==> src/rtl/dlcba_pkg.sv <==
// Shared widths, register indexes, reset values and lane control type for the block averager.
package dlcba_pkg;

    localparam int READ_W    = 24;
    localparam int OFS_W     = 25;
    localparam int DIFF_W    = 26;
    localparam int SUM_W     = 32;
    localparam int WEIGHT_W  = 26;
    localparam int THR_W     = 25;
    localparam int CFG_IDX_W = 3;
    localparam int CFG_DAT_W = 25;

    typedef enum logic [CFG_IDX_W-1:0] {
        CFG_OFFSET_A       = 3'd0,
        CFG_OFFSET_B_WRAP  = 3'd1,
        CFG_OFFSET_B_PLAIN = 3'd2,
        CFG_WRAP_THR       = 3'd3,
        CFG_RISE_THR       = 3'd4
    } t_cfg_idx;

    localparam logic signed [OFS_W-1:0] RST_OFFSET_A       = 25'sd13128;
    localparam logic signed [OFS_W-1:0] RST_OFFSET_B_WRAP  = 25'sd16764472;
    localparam logic signed [OFS_W-1:0] RST_OFFSET_B_PLAIN = -25'sd12744;
    localparam logic [READ_W-1:0]       RST_WRAP_THR       = 24'd16700000;
    localparam logic [THR_W-1:0]        RST_RISE_THR       = 25'd409600;

    typedef struct packed {
        logic acc_en;
        logic last;
        logic ld2;
        logic ld3;
    } t_lane_ctl;

endpackage

==> src/rtl/dlcba_in_if.sv <==
// Input channel carrying one pair of raw load cell readings.
interface dlcba_in_if;
    import dlcba_pkg::*;

    logic              valid;
    logic              ready;
    logic [READ_W-1:0] reading_a;
    logic [READ_W-1:0] reading_b;

    modport source (output valid, output reading_a, output reading_b, input ready);
    modport sink   (input valid, input reading_a, input reading_b, output ready);
endinterface

==> src/rtl/dlcba_out_if.sv <==
// Output channel carrying one block weight and its rise flag.
interface dlcba_out_if;
    import dlcba_pkg::*;

    logic                       valid;
    logic                       ready;
    logic signed [WEIGHT_W-1:0] weight_counts;
    logic                       weight_rose;

    modport source (output valid, output weight_counts, output weight_rose, input ready);
    modport sink   (input valid, input weight_counts, input weight_rose, output ready);
endinterface

==> src/rtl/dlcba_lane.sv <==
// One cell lane: offset removal, block accumulation and truncating divide by the block size.
module dlcba_lane
    import dlcba_pkg::*;
#(
    parameter int PAIRS_PER_BLOCK = 25
) (
    input  logic                    i_clk,
    input  logic                    i_rst_n,
    input  logic [READ_W-1:0]       i_reading,
    input  logic signed [OFS_W-1:0] i_offset,
    input  t_lane_ctl               i_ctl,
    output logic signed [SUM_W-1:0] o_quot
);

    localparam logic [SUM_W-1:0] DIVISOR = SUM_W'(PAIRS_PER_BLOCK);
    localparam logic [SUM_W-1:0] RECIP   = SUM_W'(64'hFFFF_FFFF / PAIRS_PER_BLOCK);

    logic signed [SUM_W-1:0]  r_sum;
    logic signed [DIFF_W-1:0] diff;
    logic signed [SUM_W-1:0]  total;

    logic                     r_neg1;
    logic [SUM_W-1:0]         r_mag1;
    logic                     r_neg2;
    logic [SUM_W-1:0]         r_mag2;
    logic [SUM_W-1:0]         r_q2;
    logic signed [SUM_W-1:0]  r_quot3;

    logic [2*SUM_W-1:0]       prod;
    logic [SUM_W-1:0]         rem;
    logic [SUM_W-1:0]         q_fix;

    assign diff  = $signed({2'b00, i_reading}) - $signed({i_offset[OFS_W-1], i_offset});
    assign total = r_sum + $signed({{(SUM_W-DIFF_W){diff[DIFF_W-1]}}, diff});

    assign prod  = {{SUM_W{1'b0}}, r_mag1} * {{SUM_W{1'b0}}, RECIP};
    assign rem   = r_mag2 - r_q2 * DIVISOR;
    assign q_fix = (rem >= DIVISOR) ? r_q2 + SUM_W'(1) : r_q2;

    always_ff @(posedge i_clk) begin
        if (!i_rst_n) begin
            r_sum <= '0;
        end else if (i_ctl.acc_en) begin
            r_sum <= i_ctl.last ? '0 : total;
        end
    end

    always_ff @(posedge i_clk) begin
        if (i_ctl.acc_en && i_ctl.last) begin
            r_neg1 <= total[SUM_W-1];
            r_mag1 <= total[SUM_W-1] ? SUM_W'(-total) : SUM_W'(total);
        end
        if (i_ctl.ld2) begin
            r_neg2 <= r_neg1;
            r_mag2 <= r_mag1;
            r_q2   <= prod[2*SUM_W-1:SUM_W];
        end
        if (i_ctl.ld3) begin
            r_quot3 <= r_neg2 ? -$signed(q_fix) : $signed(q_fix);
        end
    end

    assign o_quot = r_quot3;

endmodule

==> src/rtl/dlcba_merge.sv <==
// Merge stage: combine lane averages, saturate, detect a rise and hold the previous weight.
module dlcba_merge
    import dlcba_pkg::*;
(
    input  logic                       i_clk,
    input  logic                       i_rst_n,
    input  logic                       i_ld,
    input  logic signed [SUM_W-1:0]    i_quot_a,
    input  logic signed [SUM_W-1:0]    i_quot_b,
    input  logic [THR_W-1:0]           i_rise_thr,
    output logic signed [WEIGHT_W-1:0] o_weight,
    output logic                       o_rose
);

    localparam int COMB_W = SUM_W + 2;
    localparam int CMP_W  = WEIGHT_W + 1;
    localparam logic signed [COMB_W-1:0] W_MAX = 34'sd33554431;
    localparam logic signed [COMB_W-1:0] W_MIN = -34'sd33554432;

    logic signed [WEIGHT_W-1:0] r_prev;
    logic signed [WEIGHT_W-1:0] r_weight;
    logic                       r_rose;

    logic signed [COMB_W-1:0]   comb;
    logic signed [WEIGHT_W-1:0] sat;
    logic signed [CMP_W-1:0]    limit;
    logic                       rose;

    always_comb begin
        comb = $signed({{2{i_quot_b[SUM_W-1]}}, i_quot_b})
             - $signed({{2{i_quot_a[SUM_W-1]}}, i_quot_a});
        if (comb > W_MAX) begin
            sat = W_MAX[WEIGHT_W-1:0];
        end else if (comb < W_MIN) begin
            sat = W_MIN[WEIGHT_W-1:0];
        end else begin
            sat = comb[WEIGHT_W-1:0];
        end
        limit = $signed({r_prev[WEIGHT_W-1], r_prev}) + $signed({2'b00, i_rise_thr});
        rose  = $signed({sat[WEIGHT_W-1], sat}) > limit;
    end

    always_ff @(posedge i_clk) begin
        if (!i_rst_n) begin
            r_prev <= '0;
        end else if (i_ld) begin
            r_prev <= sat;
        end
    end

    always_ff @(posedge i_clk) begin
        if (i_ld) begin
            r_weight <= sat;
            r_rose   <= rose;
        end
    end

    assign o_weight = r_weight;
    assign o_rose   = r_rose;

endmodule

==> src/rtl/dual_load_cell_block_averager.sv <==
// Top level of the dual load cell block averager.
//
// Input channel i_in carries one pair of raw 24-bit readings per item; output
// channel o_out carries one weight in counts (2^23 counts = 0.512 kg) and a
// rise flag at the end of every block of PAIRS_PER_BLOCK pairs.
// Configuration is a plain write port: i_cfg_we, i_cfg_index, i_cfg_data.
// Throughput: one pair per cycle while i_in.ready is high. The two cell
// lanes accumulate side by side in the cycle an item is accepted; non-final
// pairs never wait on the output. The result of a block is registered in
// turn: sign/magnitude loads on the accepting edge, then reciprocal
// multiply, correction, merge register.
// The 32x32 reciprocal multiply in each lane sets the stage depth.
// When the receiver stalls, the result waits in the output register and the
// divide stages fill; a final pair is held off only when all stages are full.
// Reset clears sums, pair count, previous weight and pipeline valids, and
// loads the register reset values.
module dual_load_cell_block_averager
    import dlcba_pkg::*;
#(
    parameter int PAIRS_PER_BLOCK = 25
) (
    input  logic                 i_clk,
    input  logic                 i_rst_n,
    input  logic                 i_cfg_we,
    input  logic [CFG_IDX_W-1:0] i_cfg_index,
    input  logic [CFG_DAT_W-1:0] i_cfg_data,
    dlcba_in_if.sink             i_in,
    dlcba_out_if.source          o_out
);

    localparam int CNT_W = (PAIRS_PER_BLOCK > 1) ? $clog2(PAIRS_PER_BLOCK) : 1;
    localparam logic [CNT_W-1:0] LAST_CNT = CNT_W'(PAIRS_PER_BLOCK - 1);

    logic signed [OFS_W-1:0] r_ofs_a;
    logic signed [OFS_W-1:0] r_ofs_b_wrap;
    logic signed [OFS_W-1:0] r_ofs_b_plain;
    logic [READ_W-1:0]       r_wrap_thr;
    logic [THR_W-1:0]        r_rise_thr;

    logic [CNT_W-1:0]        r_count;
    logic                    r_v1;
    logic                    r_v2;
    logic                    r_v3;
    logic                    r_vo;

    logic                    last;
    logic                    accept;
    logic                    rdy_out;
    logic                    rdy3;
    logic                    rdy2;
    logic                    rdy1;
    logic                    ld_out;
    t_lane_ctl               lane_ctl;
    logic signed [OFS_W-1:0] ofs_b;
    logic signed [SUM_W-1:0] quot_a;
    logic signed [SUM_W-1:0] quot_b;

    always_ff @(posedge i_clk) begin
        if (!i_rst_n) begin
            r_ofs_a       <= RST_OFFSET_A;
            r_ofs_b_wrap  <= RST_OFFSET_B_WRAP;
            r_ofs_b_plain <= RST_OFFSET_B_PLAIN;
            r_wrap_thr    <= RST_WRAP_THR;
            r_rise_thr    <= RST_RISE_THR;
        end else if (i_cfg_we) begin
            case (i_cfg_index)
                CFG_OFFSET_A:       r_ofs_a       <= $signed(i_cfg_data);
                CFG_OFFSET_B_WRAP:  r_ofs_b_wrap  <= $signed(i_cfg_data);
                CFG_OFFSET_B_PLAIN: r_ofs_b_plain <= $signed(i_cfg_data);
                CFG_WRAP_THR:       r_wrap_thr    <= i_cfg_data[READ_W-1:0];
                CFG_RISE_THR:       r_rise_thr    <= i_cfg_data[THR_W-1:0];
                default: ;
            endcase
        end
    end

    assign last    = (r_count == LAST_CNT);
    assign rdy_out = !r_vo || o_out.ready;
    assign rdy3    = !r_v3 || rdy_out;
    assign rdy2    = !r_v2 || rdy3;
    assign rdy1    = !r_v1 || rdy2;
    assign i_in.ready = !last || rdy1;
    assign accept  = i_in.valid && i_in.ready;
    assign ld_out  = rdy_out && r_v3;

    assign lane_ctl.acc_en = accept;
    assign lane_ctl.last   = last;
    assign lane_ctl.ld2    = rdy2 && r_v1;
    assign lane_ctl.ld3    = rdy3 && r_v2;

    assign ofs_b = (i_in.reading_b > r_wrap_thr) ? r_ofs_b_wrap : r_ofs_b_plain;

    always_ff @(posedge i_clk) begin
        if (!i_rst_n) begin
            r_count <= '0;
            r_v1    <= 1'b0;
            r_v2    <= 1'b0;
            r_v3    <= 1'b0;
            r_vo    <= 1'b0;
        end else begin
            if (accept) begin
                r_count <= last ? '0 : r_count + CNT_W'(1);
            end
            if (rdy1) begin
                r_v1 <= accept && last;
            end
            if (rdy2) begin
                r_v2 <= r_v1;
            end
            if (rdy3) begin
                r_v3 <= r_v2;
            end
            if (rdy_out) begin
                r_vo <= r_v3;
            end
        end
    end

    dlcba_lane #(
        .PAIRS_PER_BLOCK(PAIRS_PER_BLOCK)
    ) u_lane_a (
        .i_clk     (i_clk),
        .i_rst_n   (i_rst_n),
        .i_reading (i_in.reading_a),
        .i_offset  (r_ofs_a),
        .i_ctl     (lane_ctl),
        .o_quot    (quot_a)
    );

    dlcba_lane #(
        .PAIRS_PER_BLOCK(PAIRS_PER_BLOCK)
    ) u_lane_b (
        .i_clk     (i_clk),
        .i_rst_n   (i_rst_n),
        .i_reading (i_in.reading_b),
        .i_offset  (ofs_b),
        .i_ctl     (lane_ctl),
        .o_quot    (quot_b)
    );

    dlcba_merge u_merge (
        .i_clk      (i_clk),
        .i_rst_n    (i_rst_n),
        .i_ld       (ld_out),
        .i_quot_a   (quot_a),
        .i_quot_b   (quot_b),
        .i_rise_thr (r_rise_thr),
        .o_weight   (o_out.weight_counts),
        .o_rose     (o_out.weight_rose)
    );

    assign o_out.valid = r_vo;

endmodule

==> src/flat_wrapper.sv <==
// flat-port wrapper written by rule: the top's interface ports become plain ports
module dual_load_cell_block_averager_flat import dlcba_pkg::*;
#(
    parameter int PAIRS_PER_BLOCK = 25
)
  (i_clk, i_rst_n, i_cfg_we, i_cfg_index, i_cfg_data, i_in_valid, i_in_reading_a, i_in_reading_b, i_in_ready, o_out_valid, o_out_weight_counts, o_out_weight_rose, o_out_ready);
  dlcba_in_if i_in_i ();
  dlcba_out_if o_out_i ();
  input  logic i_clk;
  input  logic i_rst_n;
  input  logic i_cfg_we;
  input  logic [CFG_IDX_W-1:0] i_cfg_index;
  input  logic [CFG_DAT_W-1:0] i_cfg_data;
  input wire logic [$bits(i_in_i.valid)-1:0] i_in_valid;
  input wire logic [$bits(i_in_i.reading_a)-1:0] i_in_reading_a;
  input wire logic [$bits(i_in_i.reading_b)-1:0] i_in_reading_b;
  output wire logic [$bits(i_in_i.ready)-1:0] i_in_ready;
  output wire logic [$bits(o_out_i.valid)-1:0] o_out_valid;
  output wire logic [$bits(o_out_i.weight_counts)-1:0] o_out_weight_counts;
  output wire logic [$bits(o_out_i.weight_rose)-1:0] o_out_weight_rose;
  input wire logic [$bits(o_out_i.ready)-1:0] o_out_ready;
  assign i_in_i.valid = i_in_valid;
  assign i_in_i.reading_a = i_in_reading_a;
  assign i_in_i.reading_b = i_in_reading_b;
  assign i_in_ready = i_in_i.ready;
  assign o_out_valid = o_out_i.valid;
  assign o_out_weight_counts = o_out_i.weight_counts;
  assign o_out_weight_rose = o_out_i.weight_rose;
  assign o_out_i.ready = o_out_ready;
  dual_load_cell_block_averager #(.PAIRS_PER_BLOCK(PAIRS_PER_BLOCK)) u_core (.i_clk(i_clk), .i_rst_n(i_rst_n), .i_cfg_we(i_cfg_we), .i_cfg_index(i_cfg_index), .i_cfg_data(i_cfg_data), .i_in(i_in_i), .o_out(o_out_i));
endmodule
==> config.mk <==
export PLATFORM = sky130hd
export DESIGN_NAME = dual_load_cell_block_averager_flat
export DESIGN_NICKNAME = d
export VERILOG_FILES = /design/src/rtl/dlcba_pkg.sv /design/src/rtl/dlcba_in_if.sv /design/src/rtl/dlcba_out_if.sv /design/src/rtl/dlcba_lane.sv /design/src/rtl/dlcba_merge.sv /design/src/rtl/dual_load_cell_block_averager.sv /design/src/flat_wrapper.sv
export SDC_FILE = /design/constraint.sdc
export NUM_CORES = 2
export LEC_CHECK = 0
export BUFFER_PORTS_ARGS = -buffer_cell sky130_fd_sc_hd__buf_2
export CORE_UTILIZATION = 45
export CTS_BUF_LIST = sky130_fd_sc_hd__clkbuf_2
export CTS_CLUSTER_DIAMETER = 80
export DETAILED_ROUTE_END_ITERATION = 8
export GPL_ROUTABILITY_DRIVEN = 0
export PLACE_DENSITY = 0.61
export SYNTH_ARGS = -nofsm -noshare
export SYNTH_HDL_FRONTEND = slang
export SYNTH_SLANG_ARGS = --single-unit
==> constraint.sdc <==
create_clock -name i_clk -period 6.8 [get_ports i_clk]
set_input_delay 0.34 -clock i_clk [delete_from_list [all_inputs] [get_ports i_clk]]
set_output_delay 0.34 -clock i_clk [all_outputs]
set_load 0.05 [all_outputs]
# Yosys cells after proc, flatten, opt, wreduce, memory -nomap -nowiden
# Cells that the tools add are included.
# classes
add_sub_neg	15
n_mul	4
order_cmp	6
n_eq_ne	5
n_mux	12
n_reduce_logical	21
# op_table
op	n
32-bit two-way mux	4
32-bit by 28-bit multiplier with 60-bit output, second input constant	2
32-bit by 26-bit adder with 32-bit output	2
32-bit by 5-bit greater-or-equal comparator with 1-bit output, second input constant	2
28-bit by 5-bit multiplier with 32-bit output, second input constant	2
29-bit negator with 32-bit output	2
32-bit negator	2
32-bit subtractor	2
31-bit two-way mux	2
28-bit by 1-bit adder with 29-bit output, second input constant	2
29-bit two-way mux	2
26-bit two-way mux	2
25-bit by 25-bit subtractor with 26-bit output	2
34-bit by 26-bit > comparator with 1-bit output, second input constant	1
34-bit by 26-bit less-than comparator with 1-bit output, second input constant	1
32-bit by 32-bit subtractor with 33-bit output	1
26-bit by 26-bit adder with 27-bit output	1
26-bit by 27-bit > comparator with 1-bit output	1
25-bit two-way mux	1
24-bit > comparator	1
2-bit AND reduction	5
3-bit by 2-bit equality test with 1-bit output, second input constant	2
5-bit by 1-bit adder with 5-bit output, second input constant	1
5-bit equality test, second input constant	1
other kinds (7)	19
# totals
regBits	502
input_bits	81
out_inout_bits	29
word_cells	92

# Longest topological paths before layout
# depth
word_depth	8
mapped_depth	33
ltp_nobuf	32

# By module
# From an unflattened synthesis, not the netlist that was laid out.
# hier_totals
hier_cells	7218
hier_area_um2	68712.2
# modules_own_cells
mod	n_inst	cells_each	area_each_um2	seq_area_each_um2
dlcba_lane (u_core.u_lane_a)	1	2981	28889.0	4424.2
dlcba_lane (u_core.u_lane_b)	1	2868	28416.0	4424.2
dual_load_cell_block_averager	1	693	5759.3	2662.6
dlcba_merge	1	676	5647.9	1331.3

# Worst setup path after synthesis
# OpenSTA, ideal clock, no wires.
# synth_timing
kind	flip-flop to flip-flop
startpoint	reg u_core.u_lane_b.r_q2[2]
endpoint	reg u_core.u_lane_b.r_quot3[28], in the netlist u_core.u_lane_b.o_quot[28] (data pin)
setup_time_ns	0.266
t_arrival_ns	7.240
required_ns	6.534
path_slack_ns	-0.706
path_stages_with_launch	30
path_buffers	4
period_less_slack_ns	7.506
cell_sequence	edfxtp_1 -> ha_1 -> inv_1 -> fa_1 -> inv_1 -> fa_1 -> inv_1 -> ha_1 -> clkbuf_1 -> a21oi_1 -> o21bai_1 -> and2_1 -> o41ai_4 -> a21boi_2 -> or4_1 -> a222oi_1 -> o211a_1 -> nand4_2 -> buf_6 -> clkbuf_1 -> buf_1 -> xnor2_1 -> ha_1 -> or4b_2 -> nor4_1 -> mux2i_1 -> a221oi_4 -> nand3_2 -> o41ai_2 -> xor2_1
# synth_via
elab_chain_len	6
elab_cells_between_ends	7
classes_between	add/sub: 3; mul: 1; order compare: 1; mux: 2
# synth_lines
item	line_no	rtl
start: declaration	dlcba_lane.sv:26	logic [SUM_W-1:0] r_q2;
start signal: assignment	dlcba_lane.sv:56	r_q2 <= prod[2*SUM_W-1:SUM_W];
28-bit by 5-bit multiplier with 32-bit output	dlcba_lane.sv:37	assign rem = r_mag2 - r_q2 * DIVISOR;
32-bit subtractor	dlcba_lane.sv:37	
32-bit by 5-bit greater-or-equal comparator with 1-bit output	dlcba_lane.sv:38	assign q_fix = (rem >= DIVISOR) ? r_q2 + SUM_W'(1) : r_q2;
29-bit two-way mux *	dlcba_lane.sv:38	
29-bit negator with 32-bit output	dlcba_lane.sv:59	r_quot3 <= r_neg2 ? -$signed(q_fix) : $signed(q_fix);
32-bit two-way mux *	dlcba_lane.sv:59	
end signal: assignment	dlcba_lane.sv:59	
end: declaration	dlcba_lane.sv:27	logic signed [SUM_W-1:0] r_quot3;
# Every way passes the cells marked *; elsewhere a longest branch is shown, timed or not.
# A chain may end at the register's enable or synchronous reset.

# Worst setup path after layout
# layout_timing
startpoint	reg u_core.u_lane_b.r_mag1[12]
endpoint	reg u_core.u_lane_b.r_q2[27] (data pin)
# layout_via
elab_chain_len	1
# layout_lines
item	line_no	rtl
start: declaration	dlcba_lane.sv:23	logic [SUM_W-1:0] r_mag1;
start signal: assignment	dlcba_lane.sv:51	r_mag1 <= total[SUM_W-1] ? SUM_W'(-total) : SUM_W'(total);
32-bit by 28-bit multiplier with 60-bit output	dlcba_lane.sv:36	assign prod = {{SUM_W{1'b0}}, r_mag1} * {{SUM_W{1'b0}}, RECIP};
via u_core.u_lane_b.prod[59]	dlcba_lane.sv:29	logic [2*SUM_W-1:0] prod;
# The timed path passes the listed nets, and every way through them passes these cells.

==> metrics <==
outcome complete, but fails checks; failing checks setup timing; Cell Int Power 7.20 mW; fin worst setup slack -0.353 ns; flops & latches, synth 502; Slew HR 0.159; synth warn 0; combinational share of power 0.482; main combinational cell family by area after synthesis adder cells; Final Setup Violations 49; CTS tree yes; hold wc startpoint i_in_reading_a[17]; Hold Path Sink u_core.u_lane_a.r_mag1[19]$_DFFE_PP_; reg2reg start u_core.u_lane_b.r_mag1[12]$_DFFE_PP_; row count 142; Crit path largest cell delay 0.56 ns; num ports 110; Syn Nets 9,071; Post-synth EDFFs 279; hold path depth 9; top-area cell type share of the netlist area 0.241; DRC Markers 0; synthesized instance count 7,062; Hold WS 0.290 ns; WL per Instance 19.5 um; initial core utilization 0.453; fin. max-slew vios 0; Startpoint Class flop; final std cells w/o fill 10,300; clock group share of total power 0.205; post-DP HPWL 162,000 um; setup tns final -5.47 ns; Final Critical Period 7.15 ns; Final Hold Violating Endpoints 0; first-pass GRT wire length 311,000 um; clock transition at the registers of the reported paths 0.11 ns; crit path DAT 8.33 ns; unrepaired setup endpoints after global routing yes; GRT overflow 0; Adder-Cell Fraction of Synth Area 0.446; initial detailed-routing violation count 3,720; Crit. End Element flop; initial antenna violation count 7; gr usage total 0.263; most common cell in the netlist inv_1; ys flop type edfxtp_1; largest net degree at the start of global routing 81; synth unique cells 121; Area Growth Syn to Fin 21.0%; Switching Share 0.396; post-synthesis mux area share 0.00686; placed cell area 0.0754 sq mm; Die Area 0.152 sq mm; Seq/Total Area, Yosys 0.189; cell taking the most area after synthesis fa_1; Seq pwr share 0.313; asr flop ratio synth 0; Port Buffers 109; pre-CTS setup slack -0.744 ns; clk root buf clkbuf_2; DIE WIDTH 390 um; clk sinks 502; placed cells 9,704; HP Class input port to flop; Reg2Reg Capture Point u_core.u_lane_b.r_q2[27]$_DFFE_PP_; compound-gate portion of the synthesized area 0.107; crit share post-route 1.05; final clock skew 0.197 ns; Core Area 0.150 sq mm; number of nets in the layout 10,200; Post-Route WL 201,000 um; Reg2Reg Depth 26; Final ANT Viol Nets 0; crit path max-delay cell type fa_2; VDD IR-drop max 0.295 mV; share of layout cells above drive strength 1 0.189; P_leak 39.9 nW; Chip Height 390 um; crit-path max FO 2; Worst Tran Pin Value 1.26 ns; top cells by area, synth fa_1, ha_1, edfxtp_1, inv_1, dfxtp_1; TritonRoute pass-1 iters 5; Max Fclk 140 MHz; TritonCTS buffer count 144; Worst R2R Setup Slack -0.35 ns; Simple-Gate Fraction of Synth Area 0.109; synthesized area per cell 9.60 sq um; maximum level of the CTS H-tree 4; CP top delay family adder cells; Worst EP required 7.98 ns; finished layout cell area 0.0820 sq mm; Fillers 13,200; Synth Area in XOR/XNOR 0.0468; pwr dens 145 mW/mm^2; Cell Area, Synth 0.0678 sq mm; vias per inst 5.27; CP Buf/Inv Count 4; vias in the first global route 56,000; Clk Latency, worst-skew pair 1.58 ns; DR vias 54,100; switching power 4.73 mW; maximum capacitance violations 0; Most Frequent Cell on Critical Path fa_1; most frequent cells after synthesis inv_1, ha_1, fa_1; maximum root-to-sink buffer count 3; critical path class flop to flop
cell usage in the layout (no fill, tap or decap), drive strengths merged, types with 15 or more instances in the layout:
cell type,n
a211oi,44
edfxtp,279
inv,1558
o211ai,33
o21ai,174
nand3,147
a22oi,52
a21oi,237
and2,74
mux2i,39
clkbuf,204
o31ai,35
dfxtp,223
nor4,19
a2111oi,16
fa,816
nand2b,51
a21boi,84
o21bai,32
nand2,475
nand4,65
a31oi,34
o41ai,15
or2,21
nor2b,100
o21a,61
nor3,91
clkinv,40
or3,28
buf,901
xnor2,215
nor2,293
a21o,77
xor2,139
dlygate4sd3,187
and3,56
ha,1112
per-layer routing:
| layer | wire [um] | up-vias | track usage | share of wire |
|---|---|---|---|---|
| li1 | - | 25500 | - | - |
| met1 | 89900 | 26600 | 0.364 | 0.45 |
| met2 | 90900 | 1688 | 0.418 | 0.45 |
| met3 | 13100 | 348 | 0.0419 | 0.065 |
| met4 | 6670 | 6 | 0.0877 | 0.033 |
| met5 | 38 | - | 0 | 0.00019 |
timing repair:
action                                 CTS  global route
endpoints found under the hold margin  279             0
buffers inserted                        45            85
pin swaps                               97           143
hold buffers                           189             0
resized for setup                      200           277
setup endpoints to repair               86           115
gates cloned                             3             1
how the worst max path moves through the flow:
stage	depth (start not counted)	end	slack, ns	from
4_1_cts	26	u_core.u_lane_b.r_q2[27]$_DFFE_PP_	-0.40	u_core.u_lane_b.r_mag1[12]$_DFFE_PP_
5_1_grt	27	u_core.u_lane_b.r_q2[27]$_DFFE_PP_	-0.57	u_core.u_lane_b.r_mag1[4]$_DFFE_PP_
6_report	26	u_core.u_lane_b.r_q2[27]$_DFFE_PP_	-0.35	u_core.u_lane_b.r_mag1[12]$_DFFE_PP_
3_3_place_gp	26	u_core.u_lane_b.r_q2[27]$_DFFE_PP_	-0.44	u_core.u_lane_b.r_mag1[10]$_DFFE_PP_
3_5_place_dp	25	u_core.u_lane_b.r_q2[27]$_DFFE_PP_	-0.74	u_core.u_lane_b.r_mag1[10]$_DFFE_PP_
2_1_floorplan	29	u_core.u_lane_b.o_quot[26]$_DFFE_PP_	-0.08	u_core.u_lane_b.r_q2[6]$_DFFE_PP_
power groups by stage:
stage | Combinational (mW) | Sequential (mW) | Clock (mW)
finish | 5.75 | 3.74 | 2.44
global route | 6.25 | 3.75 | 2.66
CTS | 5.48 | 3.73 | 2.52
detailed placement | 4.77 | 3.80 | 0
global placement | 4.70 | 3.79 | 0
floorplan | 3.29 | 3.77 | 0
tightest hold or removal path, delay by kind of cell:
family	cells	cell delay, ns
XOR/XNOR	2	0.35
adder cells (fa/ha/maj)	2	0.36
AO/OA/AOI/OAI	2	0.35
buffers and inverters	3	0.25
metrics by stage:
| stage | utilization | total power [mW] |
|---|---|---|
| floorplan | - | 7.06 |
| finish | 0.548 | 11.9 |
| CTS | 0.535 | 11.7 |
| detailed placement | 0.504 | 8.57 |
| global placement | 0.504 | 8.49 |
| global route | 0.548 | 12.7 |
final cells by class:
| class | count | area, sq um | share of cell area |
|---|---|---|---|
| sequential | 502 | 12800 | 0.157 |
| antenna | 4 | 10.0 | 0.000122 |
| multi-input combinational | 4858 | 50800 | 0.619 |
| tap | 2016 | 2520 | 0.0307 |
| clock buffer | 204 | 1020 | 0.0124 |
| inverter | 1550 | 5820 | 0.0709 |
| timing repair buffer | 1088 | 8710 | 0.106 |
| clock inverter | 53 | 354 | 0.00432 |
state kept, by name, indices dropped and copies added, names as in the netlist, 26 cells and up:
name and count:
u_core.u_lane_b.r_mag1 32, u_core.u_lane_a.o_quot 32, u_core.u_merge.r_prev 26, u_core.u_lane_a.r_mag1 32, u_core.u_lane_b.r_q2 28, u_core.u_lane_b.r_mag2 32, u_core.u_lane_a.r_mag2 32, u_core.u_lane_b.o_quot 32
u_core.u_lane_a.r_q2 28, u_core.u_lane_b.r_sum 32, u_core.u_merge.o_weight 26, u_core.u_lane_a.r_sum 32
cell families after synthesis:
group / count (synthesis)
AOI/OAI and AO/OA: 1037
buffers and inverters: 1703
muxes: 45
DFF: 502
xor gates and xnor gates: 355
adders and majority gates: 1928
and+or+nand+nor: 1492
Power figures use the tool's default switching activity.
